[src/design/dfwd_pkg.sv]
// Shared types, codes and helpers for the detector fragment word decoder.
// No dependencies; imported by every module of the block.
package dfwd_pkg;

   localparam int CHANNEL_COUNT = 4096;
   localparam int NUM_FIELDS = 32;
   localparam int FID_W = 5;

   // Configuration register indexes
   localparam logic REG_WAVEFORM_ENABLE = 1'b0;

   // Packet types, word bits 31..28
   localparam logic [3:0] PT_HEADER   = 4'h8;
   localparam logic [3:0] PT_TRIGGER  = 4'h9;
   localparam logic [3:0] PT_TS_LOW   = 4'hA;
   localparam logic [3:0] PT_TS_HIGH  = 4'hB;
   localparam logic [3:0] PT_WAVE     = 4'hC;
   localparam logic [3:0] PT_NETWORK  = 4'hD;
   localparam logic [3:0] PT_TRAILER  = 4'hE;
   localparam logic [3:0] PT_UNASSIGN = 4'hF;

   // Result kinds
   localparam logic [1:0] KIND_FIELD  = 2'd0;
   localparam logic [1:0] KIND_SAMPLE = 2'd1;
   localparam logic [1:0] KIND_ABORT  = 2'd2;

   // Error codes
   localparam logic [1:0] ERR_NONE       = 2'd0;
   localparam logic [1:0] ERR_BAD_TYPE   = 2'd1;
   localparam logic [1:0] ERR_NO_TRAILER = 2'd2;

   // Record field indexes
   localparam int F_DTYPE = 0;
   localparam int F_ADDR = 1;
   localparam int F_CHAN = 2;
   localparam int F_WFP = 3;
   localparam int F_PILEUP = 4;
   localparam int F_MASTER = 5;
   localparam int F_TREQ = 6;
   localparam int F_TS = 7;
   localparam int F_DEAD = 8;
   localparam int F_NET = 9;
   localparam int F_TACC = 10;
   localparam int F_E1 = 11;
   localparam int F_EBAD = 12;
   localparam int F_INTEG = 13;
   localparam int F_NHIT = 14;
   localparam int F_CFD = 15;
   localparam int F_INTEG2 = 16;
   localparam int F_E2 = 17;
   localparam int F_E2BAD = 18;
   localparam int F_CCL = 19;
   localparam int F_CCS = 20;
   localparam int F_INTEG3 = 21;
   localparam int F_INTEG4 = 22;
   localparam int F_E3 = 23;
   localparam int F_E4BAD = 24;
   localparam int F_E4 = 25;
   localparam int F_WLEN = 26;
   localparam int F_BADFIRST = 27;
   localparam int F_HDRLATE = 28;
   localparam int F_WAVENOHDR = 29;
   localparam int F_EXCESS = 30;
   localparam int F_MISMATCH = 31;

   typedef struct packed {
      logic [31:0] word;
      logic        bank_last;
   } req_type;

   typedef struct packed {
      logic [1:0]         kind;
      logic [FID_W-1:0]   field_id;
      logic [15:0]        sample_index;
      logic signed [63:0] field_value;
      logic [1:0]         error_code;
      logic               last;
   } rsp_type;

   typedef enum logic [1:0] {
      JOB_ABORT,
      JOB_SAMPLE,
      JOB_DUMP
   } job_kind_type;

   typedef struct packed {
      job_kind_type kind;
      logic [1:0]   err;
      logic [15:0]  sidx;
      logic [15:0]  s0;
      logic [15:0]  s1;
   } job_type;

   typedef logic [63:0] record_type [NUM_FIELDS];

   function automatic logic [63:0] sx32(input logic [31:0] x);
      return {{32{x[31]}}, x};
   endfunction

endpackage

[src/design/dfwd_queue.sv]
// Four-entry job queue between decoder front and result back end.
// Depends on dfwd_pkg for the job type.
module dfwd_queue
   import dfwd_pkg::*;
(
   input  logic    clock,
   input  logic    reset,
   input  logic    push,
   input  job_type push_data,
   input  logic    pop,
   output job_type head,
   output logic    full,
   output logic    empty
);

   job_type    mem_ff [4];
   logic [1:0] wptr_ff, wptr_in;
   logic [1:0] rptr_ff, rptr_in;
   logic [2:0] count_ff, count_in;

   always_comb begin
      wptr_in = push ? wptr_ff + 2'd1 : wptr_ff;
      rptr_in = pop ? rptr_ff + 2'd1 : rptr_ff;
      count_in = count_ff + {2'b0, push} - {2'b0, pop};
   end

   always_ff @(posedge clock) begin
      if (reset) begin
         wptr_ff <= '0;
         rptr_ff <= '0;
         count_ff <= '0;
      end else begin
         wptr_ff <= wptr_in;
         rptr_ff <= rptr_in;
         count_ff <= count_in;
      end
   end

   always_ff @(posedge clock) begin
      if (push) begin
         mem_ff[wptr_ff] <= push_data;
      end
   end

   assign head = mem_ff[rptr_ff];
   assign full = (count_ff == 3'd4);
   assign empty = (count_ff == 3'd0);

endmodule

[config.mk]
export PLATFORM = sky130hd
export DESIGN_NAME = dfwd_queue
export DESIGN_NICKNAME = d
export VERILOG_FILES = /design/src/design/dfwd_pkg.sv /design/src/design/dfwd_queue.sv
export SDC_FILE = /design/constraint.sdc
export NUM_CORES = 1
export LEC_CHECK = 0
export BUFFER_PORTS_ARGS = -buffer_cell sky130_fd_sc_hd__clkbuf_2
export CAP_MARGIN = 0
export CORE_UTILIZATION = 31
export DETAILED_ROUTE_END_ITERATION = 12
export MAX_ROUTING_LAYER = met4
export PLACE_DENSITY = 0.57
export SLEW_MARGIN = 20
export SYNTH_ARGS = -nofsm -noshare
export SYNTH_HDL_FRONTEND = slang
export SYNTH_SLANG_ARGS = --single-unit
[constraint.sdc]
create_clock -name clock -period 2.05 [get_ports clock]
set_input_delay 0.1025 -clock clock [delete_from_list [all_inputs] [get_ports clock]]
set_output_delay 0.1025 -clock clock [all_outputs]
set_load 0.01 [all_outputs]
Yosys cells after proc, flatten, opt, wreduce, memory -nomap -nowiden --
Memories as Yosys holds them, arrays and structs flattened. A register that Yosys moved wholly into a read port is not among the register bits. Index checks and enable logic that the tools add are counted.
Word-level totals: RAM bits 208, ROM bits 0, logic and storage cells 14, bits in registers 7, bits in latches 0, memories 1, bits of input ports 56
Memories:
- mem_ff | depth 4, width 52, rd ports 1, clocked after memory_dff 1, write ports 1, RTL line dfwd_queue.sv:16 | job_type mem_ff [4];
Cells by class: add/sub/neg operators 4, bitwise gates (word level) 0, multipliers 0, order comparisons 0, shifts and indexed selects 0, equality and inequality tests 1, reductions and logical operators 1, divide/modulo/power cells 0, mux-type cells 4
Operators by type and width (count):
- $add 2x1->2 const B | 2
- $mux 2 | 2
- $add 3x1->3 | 1
- $eq 3x3->1 const B | 1
- $logic_not 3->1 | 1
- $sub 3x1->3 | 1
- $mux 1 | 2

Longest topological paths before layout --
Gate-level depths: netlist of run 1.
depth after elaboration 3, mapped depth 7, mapped depth without buffers 7

Least setup slack after synthesis of run 1 --
Ideal clock, no wire load.
kind reg-to-reg, start point reg wptr_ff[0], end point mem mem_ff[2][0] (netlist name), enable pin, slack -0.144 ns, setup time 0.415 ns, buffers on the path 0, data required time 1.635 ns, data arrival time 1.779 ns, stages on the path, launching flop included 4, path through dfxtp_1 -> inv_1 -> ha_1 -> and2_1
RTL lines:
- from (decl) | RTL line dfwd_queue.sv:17 | logic [1:0] wptr_ff, wptr_in;
- from (signal assigned) | RTL line dfwd_queue.sv:33 | wptr_ff <= wptr_in;
- to (decl) | RTL line dfwd_queue.sv:16
Straight into the memory's write port.

==> run metrics, run 1 <==
startpoint types flop; leakage power total 3.56 nW; GRT Total Usage 12.2%; I/O Buffers 109; dpl cells 753; worst hold stages 2; hold_sp push_data[26]; Commonest cells post-synth edfxtp_1 (208), mux4_2 (50), dfxtp_1 (9); largest family of logic cells by synthesized area multiplexers; Antenna diodes 0; Die Height 163 µm; CTS tree yes; Async SR Flop Fraction 0%; Tcrit/Tclk final 94.6%; Worst slew margin 73.4%; main area contributors after synthesis edfxtp_1 (78%), mux4_2 (14%), dfxtp_1 (2.3%); H-Tree Depth 1; vias in the first global route 4161; DR pass1 iterations 4; Seq/Total Area, Yosys 80.3%; layout cells sized above 1 40.9%; min Tclk post-route 1.94 ns; Critical Path AT 1.84 ns; share of Yosys cell area claimed by the top area cell type 78.0%; adder-cell share of the synthesized area 1.19%; Vias 3788; first-pass GRT wire length 23400 µm; clock tree root driver cell clkbuf_16; clock slew at reported path FFs 0.06 ns; synthesized area 8000 µm²; drt total wl 15600 µm; fin cells 848; R2R setup slack 0.29 ns; Syn Nets 377; Max-cap violations 0; Routed Antenna Nets 0; number of synthesized flops with an enable pin 208; core area 25300 µm²; Top Ports 110; clk sinks 217; dpl hpwl 9340 µm; RR Startpoint count_ff[0]$_SDFF_PP0_; Final #Nets 567; post-synthesis instance total 314; CTS buffer count 23; Final GP Congestion 0.683; Worst Path Required 1.95 ns; # setup viols final 0; initial core utilization 31.7%; number of DRC markers in iteration 0 138; Core Rows 58; power per cell area 994 nW/µm²; synth unique cells 22; DR WL/cell 18.4 µm; initial antenna violation count 0; Worst-Margin Slew 0.399 ns; r2r worst-path depth 7; warnings from Yosys 0; top cell type by total area after synthesis edfxtp_1; outcome finished, final reports clean; wire length on met3 838 µm; HP Class input pin to flop; Clock Latency Late Sink 0.50 ns; DRC violations left 0; RR Endpoint count_ff[2]$_SDFF_PP0_; Max Clk Rate 516 MHz; worst clock skew 0.0125 ns; setup_tns 0 ns; fin. max-slew vios 0; DRT met1 WL 6790 µm; Longest Clk Path Bufs 3; Worst Hold End mem_ff[2][26]$_DFFE_PP_; # Post-CTS Setup Buffers 0; Synth Area in Compound Gates 0.188%; Layout area overhead 29.4%; total die area 26500 µm²; top_reg_cell synth edfxtp_1; kind of critical path flop to primary output; DR WL met2 7820 µm; Yosys reg bits 217; via density per instance 4.47; final hold vios 0; Synth Area in XOR/XNOR 0.516%; nature of the critical path endpoint primary output; max layer used met4; syn avg cell area 25.5 µm²; count leader, synth edfxtp_1; largest net degree at the start of global routing 36; Max FO, Critical Path 18; maximum vdd drop 0.409 mV; post-synthesis mux area share 14.9%; simple-gate portion of the synthesized area 0.938%; RSZ-0062 raised after global routing false; grt ovf 0; Die W 163 µm
routing by layer:
layer	track usage, %	up-vias
li1	-	1705
met1	15.4	1967
met2	19.8	101
met3	2.75	15
met4	3.02	0
met5	-	-
area by class of cell:
| class | count | area [µm²] |
|---|---|---|
| Fill cell | 2265 | 14900 |
| Tap cell | 330 | 413 |
| Sequential cell | 217 | 6430 |
| Timing Repair Buffer | 177 | 1340 |
| Clock inverter | 13 | 138 |
| Multi-Input combinational cell | 79 | 1420 |
| Clock buffer | 26 | 587 |
| Inverter | 6 | 22.5 |
metrics by stage:
step                util, %  area (µm²)  setup WS (ns)  total power, mW  hold slack (ns)
floorplan                 -        8010          0.386             5.86            0.174
global placement       35.9        9050          0.327             6.26            0.315
detailed placement     35.9        9050          0.290             6.29            0.325
CTS                    40.9       10300      0.0000440             10.4            0.344
global route           41.0       10400         0.0155             10.7            0.359
finish                 41.0       10400          0.112             10.3            0.365
logic make-up (layout without fill, tap and decap cells):
logic type	after synthesis	after routing
muxes	53	53
and+or+nand+nor	14	14
DFF	217	217
AOI/OAI and AO/OA	2	2
xor gates and xnor gates	3	3
adders and majority gates	7	7
buffers and inverters	18	222
worst max path at each step:
stage,slack [ns],depth (start not counted),end
finish,0.11,3,head[0]
global route,0.02,3,head[0]
CTS,0.00004,3,head[3]
detailed placement,0.29,7,count_ff[2]$_SDFF_PP0_
global placement,0.33,7,count_ff[2]$_SDFF_PP0_
floorplan,0.39,7,count_ff[2]$_SDFF_PP0_
registers in the layout (all words and copies together), names as in the netlist, named ones only:
register,count
mem_ff,208
rptr_ff,2
wptr_ff,2
count_ff,3
report_power, final:
part           switching, mW  internal [mW]  leakage [nW]
Combinational          0.525          0.565          1.22
Sequential            0.0752           5.09          1.99
Clock                   1.62           2.42         0.355
cell usage in the layout (no fill, tap or decap):
master         count
clkbuf_1           3
a21bo_2            1
buf_12             9
ha_1               6
clkinv_1           4
and3_1             1
and2_4             4
dfxtp_4            2
clkinvlp_4         1
xor3_1             1
xnor2_1            2
dlygate4sd3_1     55
nor3_1             1
inv_1              6
bufinv_16          3
buf_16             1
clkbuf_16         24
mux4_2            51
a21oi_1            1
mux4_1             1
edfxtp_1         208
fa_1               1
mux2i_1            1
nor2b_1            2
clkinv_2           5
clkbuf_2         109
nor2_1             5
nand3b_1           1
buf_4              2
dfxtp_1            7
what timing repair did:
item                                    4_1_cts  5_1_grt
cloned                                        0        1
endpoints found under the setup margin        3       24
hold buffers                                 55        0
resized for setup                             2        0
endpoints found under the hold margin       217        0
pin swaps                                     0        0
worst max-delay path: stages (launching register included):
cell and delay (ns):
dfxtp_4 0.41, buf_12 0.21, mux4_1 0.56, clkbuf_2 0.16
(Power assumes the default switching activity.)
==> run 2: changes to the inputs <==
--- a/config.mk
+++ b/config.mk
@@ -7,6 +7,7 @@
 export LEC_CHECK = 0
 export BUFFER_PORTS_ARGS = -buffer_cell sky130_fd_sc_hd__clkbuf_2
 export CAP_MARGIN = 0
+export CORE_ASPECT_RATIO = 1.1
 export CORE_UTILIZATION = 31
 export DETAILED_ROUTE_END_ITERATION = 12
 export MAX_ROUTING_LAYER = met4
==> run metrics, run 2 (same netlist as run 1, synthesis figures left out) <==
GRT Total Usage 11.6% (-0.59 points); DR pass1 iterations 4 (unchanged); most frequent cells in the layout edfxtp_1 (208), clkbuf_2 (109), dlygate4sd3_1 (55); largest net degree at the start of global routing 53 (+47%); total die area 26500 µm² (about the same); initial core utilization 31.6% (-0.11 points); maximum vdd drop 0.400 mV (-2.3%); I/O Buffers 109 (unchanged); Final #Nets 575 (+1.4%); Top Ports 110 (unchanged); via density per instance 4.35 (-2.6%); Die W 155 µm (-4.6%); Max FO, Critical Path 5 (-13); sw power 2.18 mW (-1.9%); # setup viols final 0 (unchanged); number of DRC markers in iteration 0 133 (-3.6%); Max-cap violations 0 (unchanged); HP Class input pin to flop; nature of the critical path endpoint primary output; kind of critical path flop to primary output; min Tclk post-route 1.96 ns (+0.0252 ns); Layout area overhead 30.7%; initial antenna violation count 0 (unchanged); max FFs per register 208 (unchanged); Max Clk Rate 509 MHz (-1.3%); fin. max-slew vios 0 (unchanged); DR WL/cell 17.2 µm (-6.8%); DRT met1 WL 6730 µm (-0.77%); combinational share of power 11.3% (+0.7 points); Worst slew margin 74.6% (+1.1 points); Worst Path Required 1.95 ns (about the same); post-route setup slack 0.0865 ns (-0.0252 ns); max layer used met4; final hold vios 0 (unchanged); Critical Path AT 1.86 ns (+0.02 ns); CTS buffer count 22 (-4.3%); RSZ-0062 raised after global routing false; dpl cells 770 (+2.3%); clk sinks 217 (unchanged); fin cells 874 (+3.1%); most common cell after layout, fill and taps aside edfxtp_1; Antenna diodes 0 (unchanged); leakage power total 3.59 nW (+0.92%); Clock Latency Late Sink 0.50 ns (about the same); drt total wl 15000 µm (-3.9%); DR WL met2 7390 µm (-5.4%); core area 25300 µm² (+0.34%); H-Tree Depth 1 (unchanged); worst clock skew 0.0167 ns (+0.00423 ns); Reg power frac 50.9% (+0.7 points); Core Rows 61 (+5.2%); R2R setup slack 0.29 ns (about the same); Longest Clk Path Bufs 3 (unchanged); CTS tree yes; Routed Antenna Nets 0 (unchanged); clock power share 37.8% (-1.4 points); layout cells sized above 1 41.9% (+0.93 points); Pint 7.94 mW (-1.7%); Final GP Congestion 0.686 (+0.54%); Tcrit/Tclk final 95.8% (+1.2 points); grt ovf 0 (unchanged); switching share of power 21.5% (-0.030 points); power per cell area 967 nW/µm² (-2.6%); dpl hpwl 8790 µm (-5.9%); clock tree root driver cell clkbuf_16; Regs by FF count mem_ff: 208 flops, count_ff: 3 flops; pre-CTS setup slack 0.302 ns (+0.0113 ns); vias in the first global route 4106 (-1.3%); outcome finished, final reports clean; fillcell total 2301 (+1.6%); startpoint types flop; Multi-input gate area 1420 µm² (unchanged); wire length on met3 680 µm (-19%); flip-flop and latch area 6430 µm² (about the same); Worst-Margin Slew 0.382 ns (-0.0170 ns); clock slew at reported path FFs 0.06 ns (about the same); DRC violations left 0 (unchanged); Vias 3804 (+0.42%); Die Height 171 µm (+4.8%); first-pass GRT wire length 22600 µm (-3.3%); Top reg by flops mem_ff
-- run 2: cell count changes in the layout (fill, tap and decap cells not counted), sizes merged --
cell,previous run,this run
bufinv,3,0
clkinv,9,2
clkbuf,136,146
clkinvlp,1,3
buf,12,20
-- run 2: worst max-delay path, stage by stage (launching register included) --
cell      delay, ns
dfxtp_4        0.38
clkbuf_4       0.18
buf_4          0.12
mux4_1         0.54
clkbuf_2       0.16
-- run 2: final cells by class --
| class | instances | share of cell area, % |
|---|---|---|
| clock inverter | 5 | 0.335 |
| multi-input combinational | 79 | 13.6 |
| clock buffer | 35 | 6.41 |
| tap | 346 | 4.14 |
| inverter | 6 | 0.215 |
| timing repair buffer | 186 | 13.8 |
| sequential | 217 | 61.5 |
-- run 2: layer usage --
layer | vias to the layer above | track usage, %
li1 | 1730 | -
met1 | 1967 | 14.4
met2 | 88 | 19.2
met3 | 19 | 2.53
met4 | 0 | 3.07
met5 | - | -
-- run 2: repair_timing --
item                       4_1_cts  5_1_grt
pin swaps                        0        0
setup buffers                    0        8
hold buffers                    55        0
setup endpoints to repair       23       36
gates resized for setup          2        3
hold endpoints to repair       217        0
gates cloned                     0        1
-- run 2: final timing paths --
kind,startpoint,to,cells after the start
max,flop,head[51],4
max reg2reg,count_ff[0]$_SDFF_PP0_,count_ff[2]$_SDFF_PP0_,7
min,push_data[38],mem_ff[1][38]$_DFFE_PP_,2
min reg2reg,rptr_ff[0]$_SDFFE_PP0P_,flop,2
-- run 2: metrics by stage --
stage	instance area [µm²]	setup TNS [ns]	hold WS, ns	utilization (%)	total power, mW
2_1_floorplan	8010	0	0.174	-	5.86
3_3_place_gp	9080	0	0.314	35.8	6.25
3_5_place_dp	9080	0	0.323	35.8	6.28
4_1_cts	10300	-0.210	0.344	40.8	10.2
5_1_grt	10500	0	0.365	41.3	10.5
6_report	10500	0	0.367	41.3	10.1
-- run 2: power groups by stage --
stage | clock, mW | combinational, mW | sequential (mW)
CTS | 3.94 | 1.11 | 5.16
global placement | 0 | 1.01 | 5.24
floorplan | 0 | 0.627 | 5.23
global route | 4.11 | 1.24 | 5.17
finish | 3.82 | 1.14 | 5.15
detailed placement | 0 | 1.02 | 5.26
==> run 3: changes to the inputs <==
--- a/config.mk
+++ b/config.mk
@@ -12,6 +12,8 @@
 export DETAILED_ROUTE_END_ITERATION = 12
 export MAX_ROUTING_LAYER = met4
 export PLACE_DENSITY = 0.57
+export RECOVER_POWER = 25
+export SKIP_CTS_REPAIR_TIMING = 1
 export SLEW_MARGIN = 20
 export SYNTH_ARGS = -nofsm -noshare
 export SYNTH_HDL_FRONTEND = slang
==> run metrics, run 3 (same netlist as run 1, synthesis figures left out) <==
power per cell area 970 nW/µm² (+0.29%); Layout area overhead 30.1%; initial antenna violation count 0 (unchanged); Worst-Margin Slew 0.378 ns (-0.00404 ns); failing checks negative hold slack; Worst Path Required 1.95 ns (about the same); crit-path max cell delay 0.54 ns (about the same); number of DRC markers in iteration 0 133 (unchanged); # setup viols final 0 (unchanged); clock power share 37.8% (about the same); RR Endpoint count_ff[2]$_SDFF_PP0_; clock slew at reported path FFs 0.06 ns (about the same); Pint 7.93 mW (-0.13%); leakage power total 3.50 nW (-2.6%); H-Tree Depth 1 (unchanged); most common cell after layout, fill and taps aside edfxtp_1; grt ovf 0 (unchanged); dpl hpwl 8790 µm (unchanged); worst hold stages 3 (+1); min Tclk post-route 1.97 ns (+0.00505 ns); critical path's slowest cell mux4_1; Longest Clk Path Bufs 3 (unchanged); Final GP Congestion 0.686 (unchanged); DR pass1 iterations 4 (unchanged); Top Ports 110 (unchanged); RSZ-0062 raised after global routing false; Tcrit/Tclk final 96.0% (+0.25 points); Max-cap violations 0 (unchanged); first-pass GRT wire length 22100 µm (-2.4%); GRT Total Usage 11.4% (-0.19 points); outcome finished with violations; vias in the first global route 3894 (-5.2%); largest net degree at the start of global routing 53 (unchanged); final hold vios 1 (+1); DRC violations left 0 (unchanged); startpoint types flop; hold_sp push; RR Startpoint count_ff[0]$_SDFF_PP0_; Routed Antenna Nets 0 (unchanged); setup_tns 0 ns (unchanged); grt met1 use 14.0% (-0.44 points); via density per instance 4.33 (-0.60%); clock tree root driver cell clkbuf_16; most used routing layer met2; CTS buffer count 22 (unchanged); Power Total 10.1 mW (-0.14%); Regs by FF count mem_ff: 208 flops, count_ff: 3 flops; Antenna diodes 0 (unchanged); kind of critical path flop to primary output; Core Rows 61 (unchanged); CP Cell Sequence clkbuf_4 > buf_4 > mux4_1 > clkbuf_2; fin. max-slew vios 0 (unchanged); hold_ws -0.00900 ns (-0.376 ns); M2 GR Usage 18.9% (-0.31 points); drt total wl 15000 µm (-0.45%); HP Class input pin to flop; CTS tree yes; switching share of power 21.5% (about the same); Die Height 171 µm (unchanged); combinational share of power 11.2% (about the same); Reg power frac 51.0% (about the same); Max FO, Critical Path 5 (unchanged); DR WL/cell 17.1 µm (-0.33%); Worst slew margin 74.8% (+0.27 points); M3 GR Usage 2.81% (+0.28 points); core area 25300 µm² (unchanged); most frequent cells in the layout edfxtp_1 (208), clkbuf_2 (78), dlygate4sd3_1 (54); Critical Path AT 1.87 ns (about the same); nature of the critical path endpoint primary output; Top reg by flops mem_ff; I/O Buffers 109 (unchanged); worst clock skew 0.0193 ns (+0.00261 ns); layout cells sized above 1 35.9% (-6.0 points); Worst Hold End wptr_ff[1]$_SDFFE_PP0P_; clk sinks 217 (unchanged); Max Clk Rate 508 MHz (-0.26%); R2R setup slack 0.29 ns (about the same); max FFs per register 208 (unchanged); r2r worst-path depth 7 (unchanged); maximum vdd drop 0.401 mV (+0.12%); Die W 155 µm (unchanged); total die area 26500 µm² (unchanged); Buf/Inv on CP 3 (unchanged); Vias 3777 (-0.71%); Final #Nets 574 (-0.17%); Clock Latency Late Sink 0.50 ns (about the same); initial core utilization 31.6% (unchanged); sw power 2.17 mW (-0.17%); crit-path leading delay family multiplexers
[run 3: cell count changes in the layout (fill, tap and decap cells not counted)]
cell	before	now
clkbuf_1	7	38
mux4_1	1	2
mux4_2	51	50
dlygate4sd3_1	55	54
clkbuf_2	109	78
[run 3: worst max-delay path by stage]
stage                                 startpoint                      to  slack [ns]  depth (start not counted)
after floorplan           count_ff[0]$_SDFF_PP0_  count_ff[2]$_SDFF_PP0_        0.39                          7
after global placement    count_ff[0]$_SDFF_PP0_  count_ff[2]$_SDFF_PP0_        0.33                          7
after detailed placement  count_ff[0]$_SDFF_PP0_  count_ff[2]$_SDFF_PP0_        0.30                          7
after CTS                                   flop                head[50]        -0.1                          3
after global routing                        flop                head[51]       0.002                          4
final                                       flop                head[51]        0.08                          4
[run 3: worst register-to-register path: cells and delay by family (launching register included)]
family	cells	cell delay [ns]
XOR/XNOR	1	0.38
adder cells (fa/ha/maj)	3	0.82
buffers and inverters	2	0.09
AND/OR/NAND/NOR	1	0.04
flip-flops	1	0.33
[run 3: final cells by class]
type	count	area [µm²]
fill	2318	14900
sequential	217	6430
multi-input combinational	79	1430
timing repair buffer	185	1400
clock buffer	35	671
tap	346	433
clock inverter	5	35.0
inverter	6	22.5
[run 3: per-stage QoR]
step | util, % | area [µm²] | hold slack [ns] | cells | setup slack (ns)
finish | 41.1 | 10400 | -0.00900 | 873 | 0.0815
global route | 41.1 | 10400 | 0.0267 | 873 | 0.00208
CTS | 38.6 | 9790 | -0.208 | 810 | -0.0971
detailed placement | 35.8 | 9080 | 0.323 | 770 | 0.302
global placement | 35.8 | 9080 | 0.314 | 770 | 0.334
floorplan | - | 8010 | 0.174 | 314 | 0.386
[run 3: metal layers]
layer / share of wire, % / vias to the layer above
li1: - / 1725
met1: 44 / 1944
met2: 50 / 86
met3: 4.7 / 22
met4: 1.7 / 0
met5: 0 / -
[run 3: power by group through the flow]
stage	sequential, mW	clock (mW)	combinational (mW)
2_1_floorplan	5.23	0	0.627
4_1_cts	5.16	3.94	1.03
3_5_place_dp	5.26	0	1.02
6_report	5.15	3.82	1.13
3_3_place_gp	5.24	0	1.01
5_1_grt	5.17	4.11	1.23
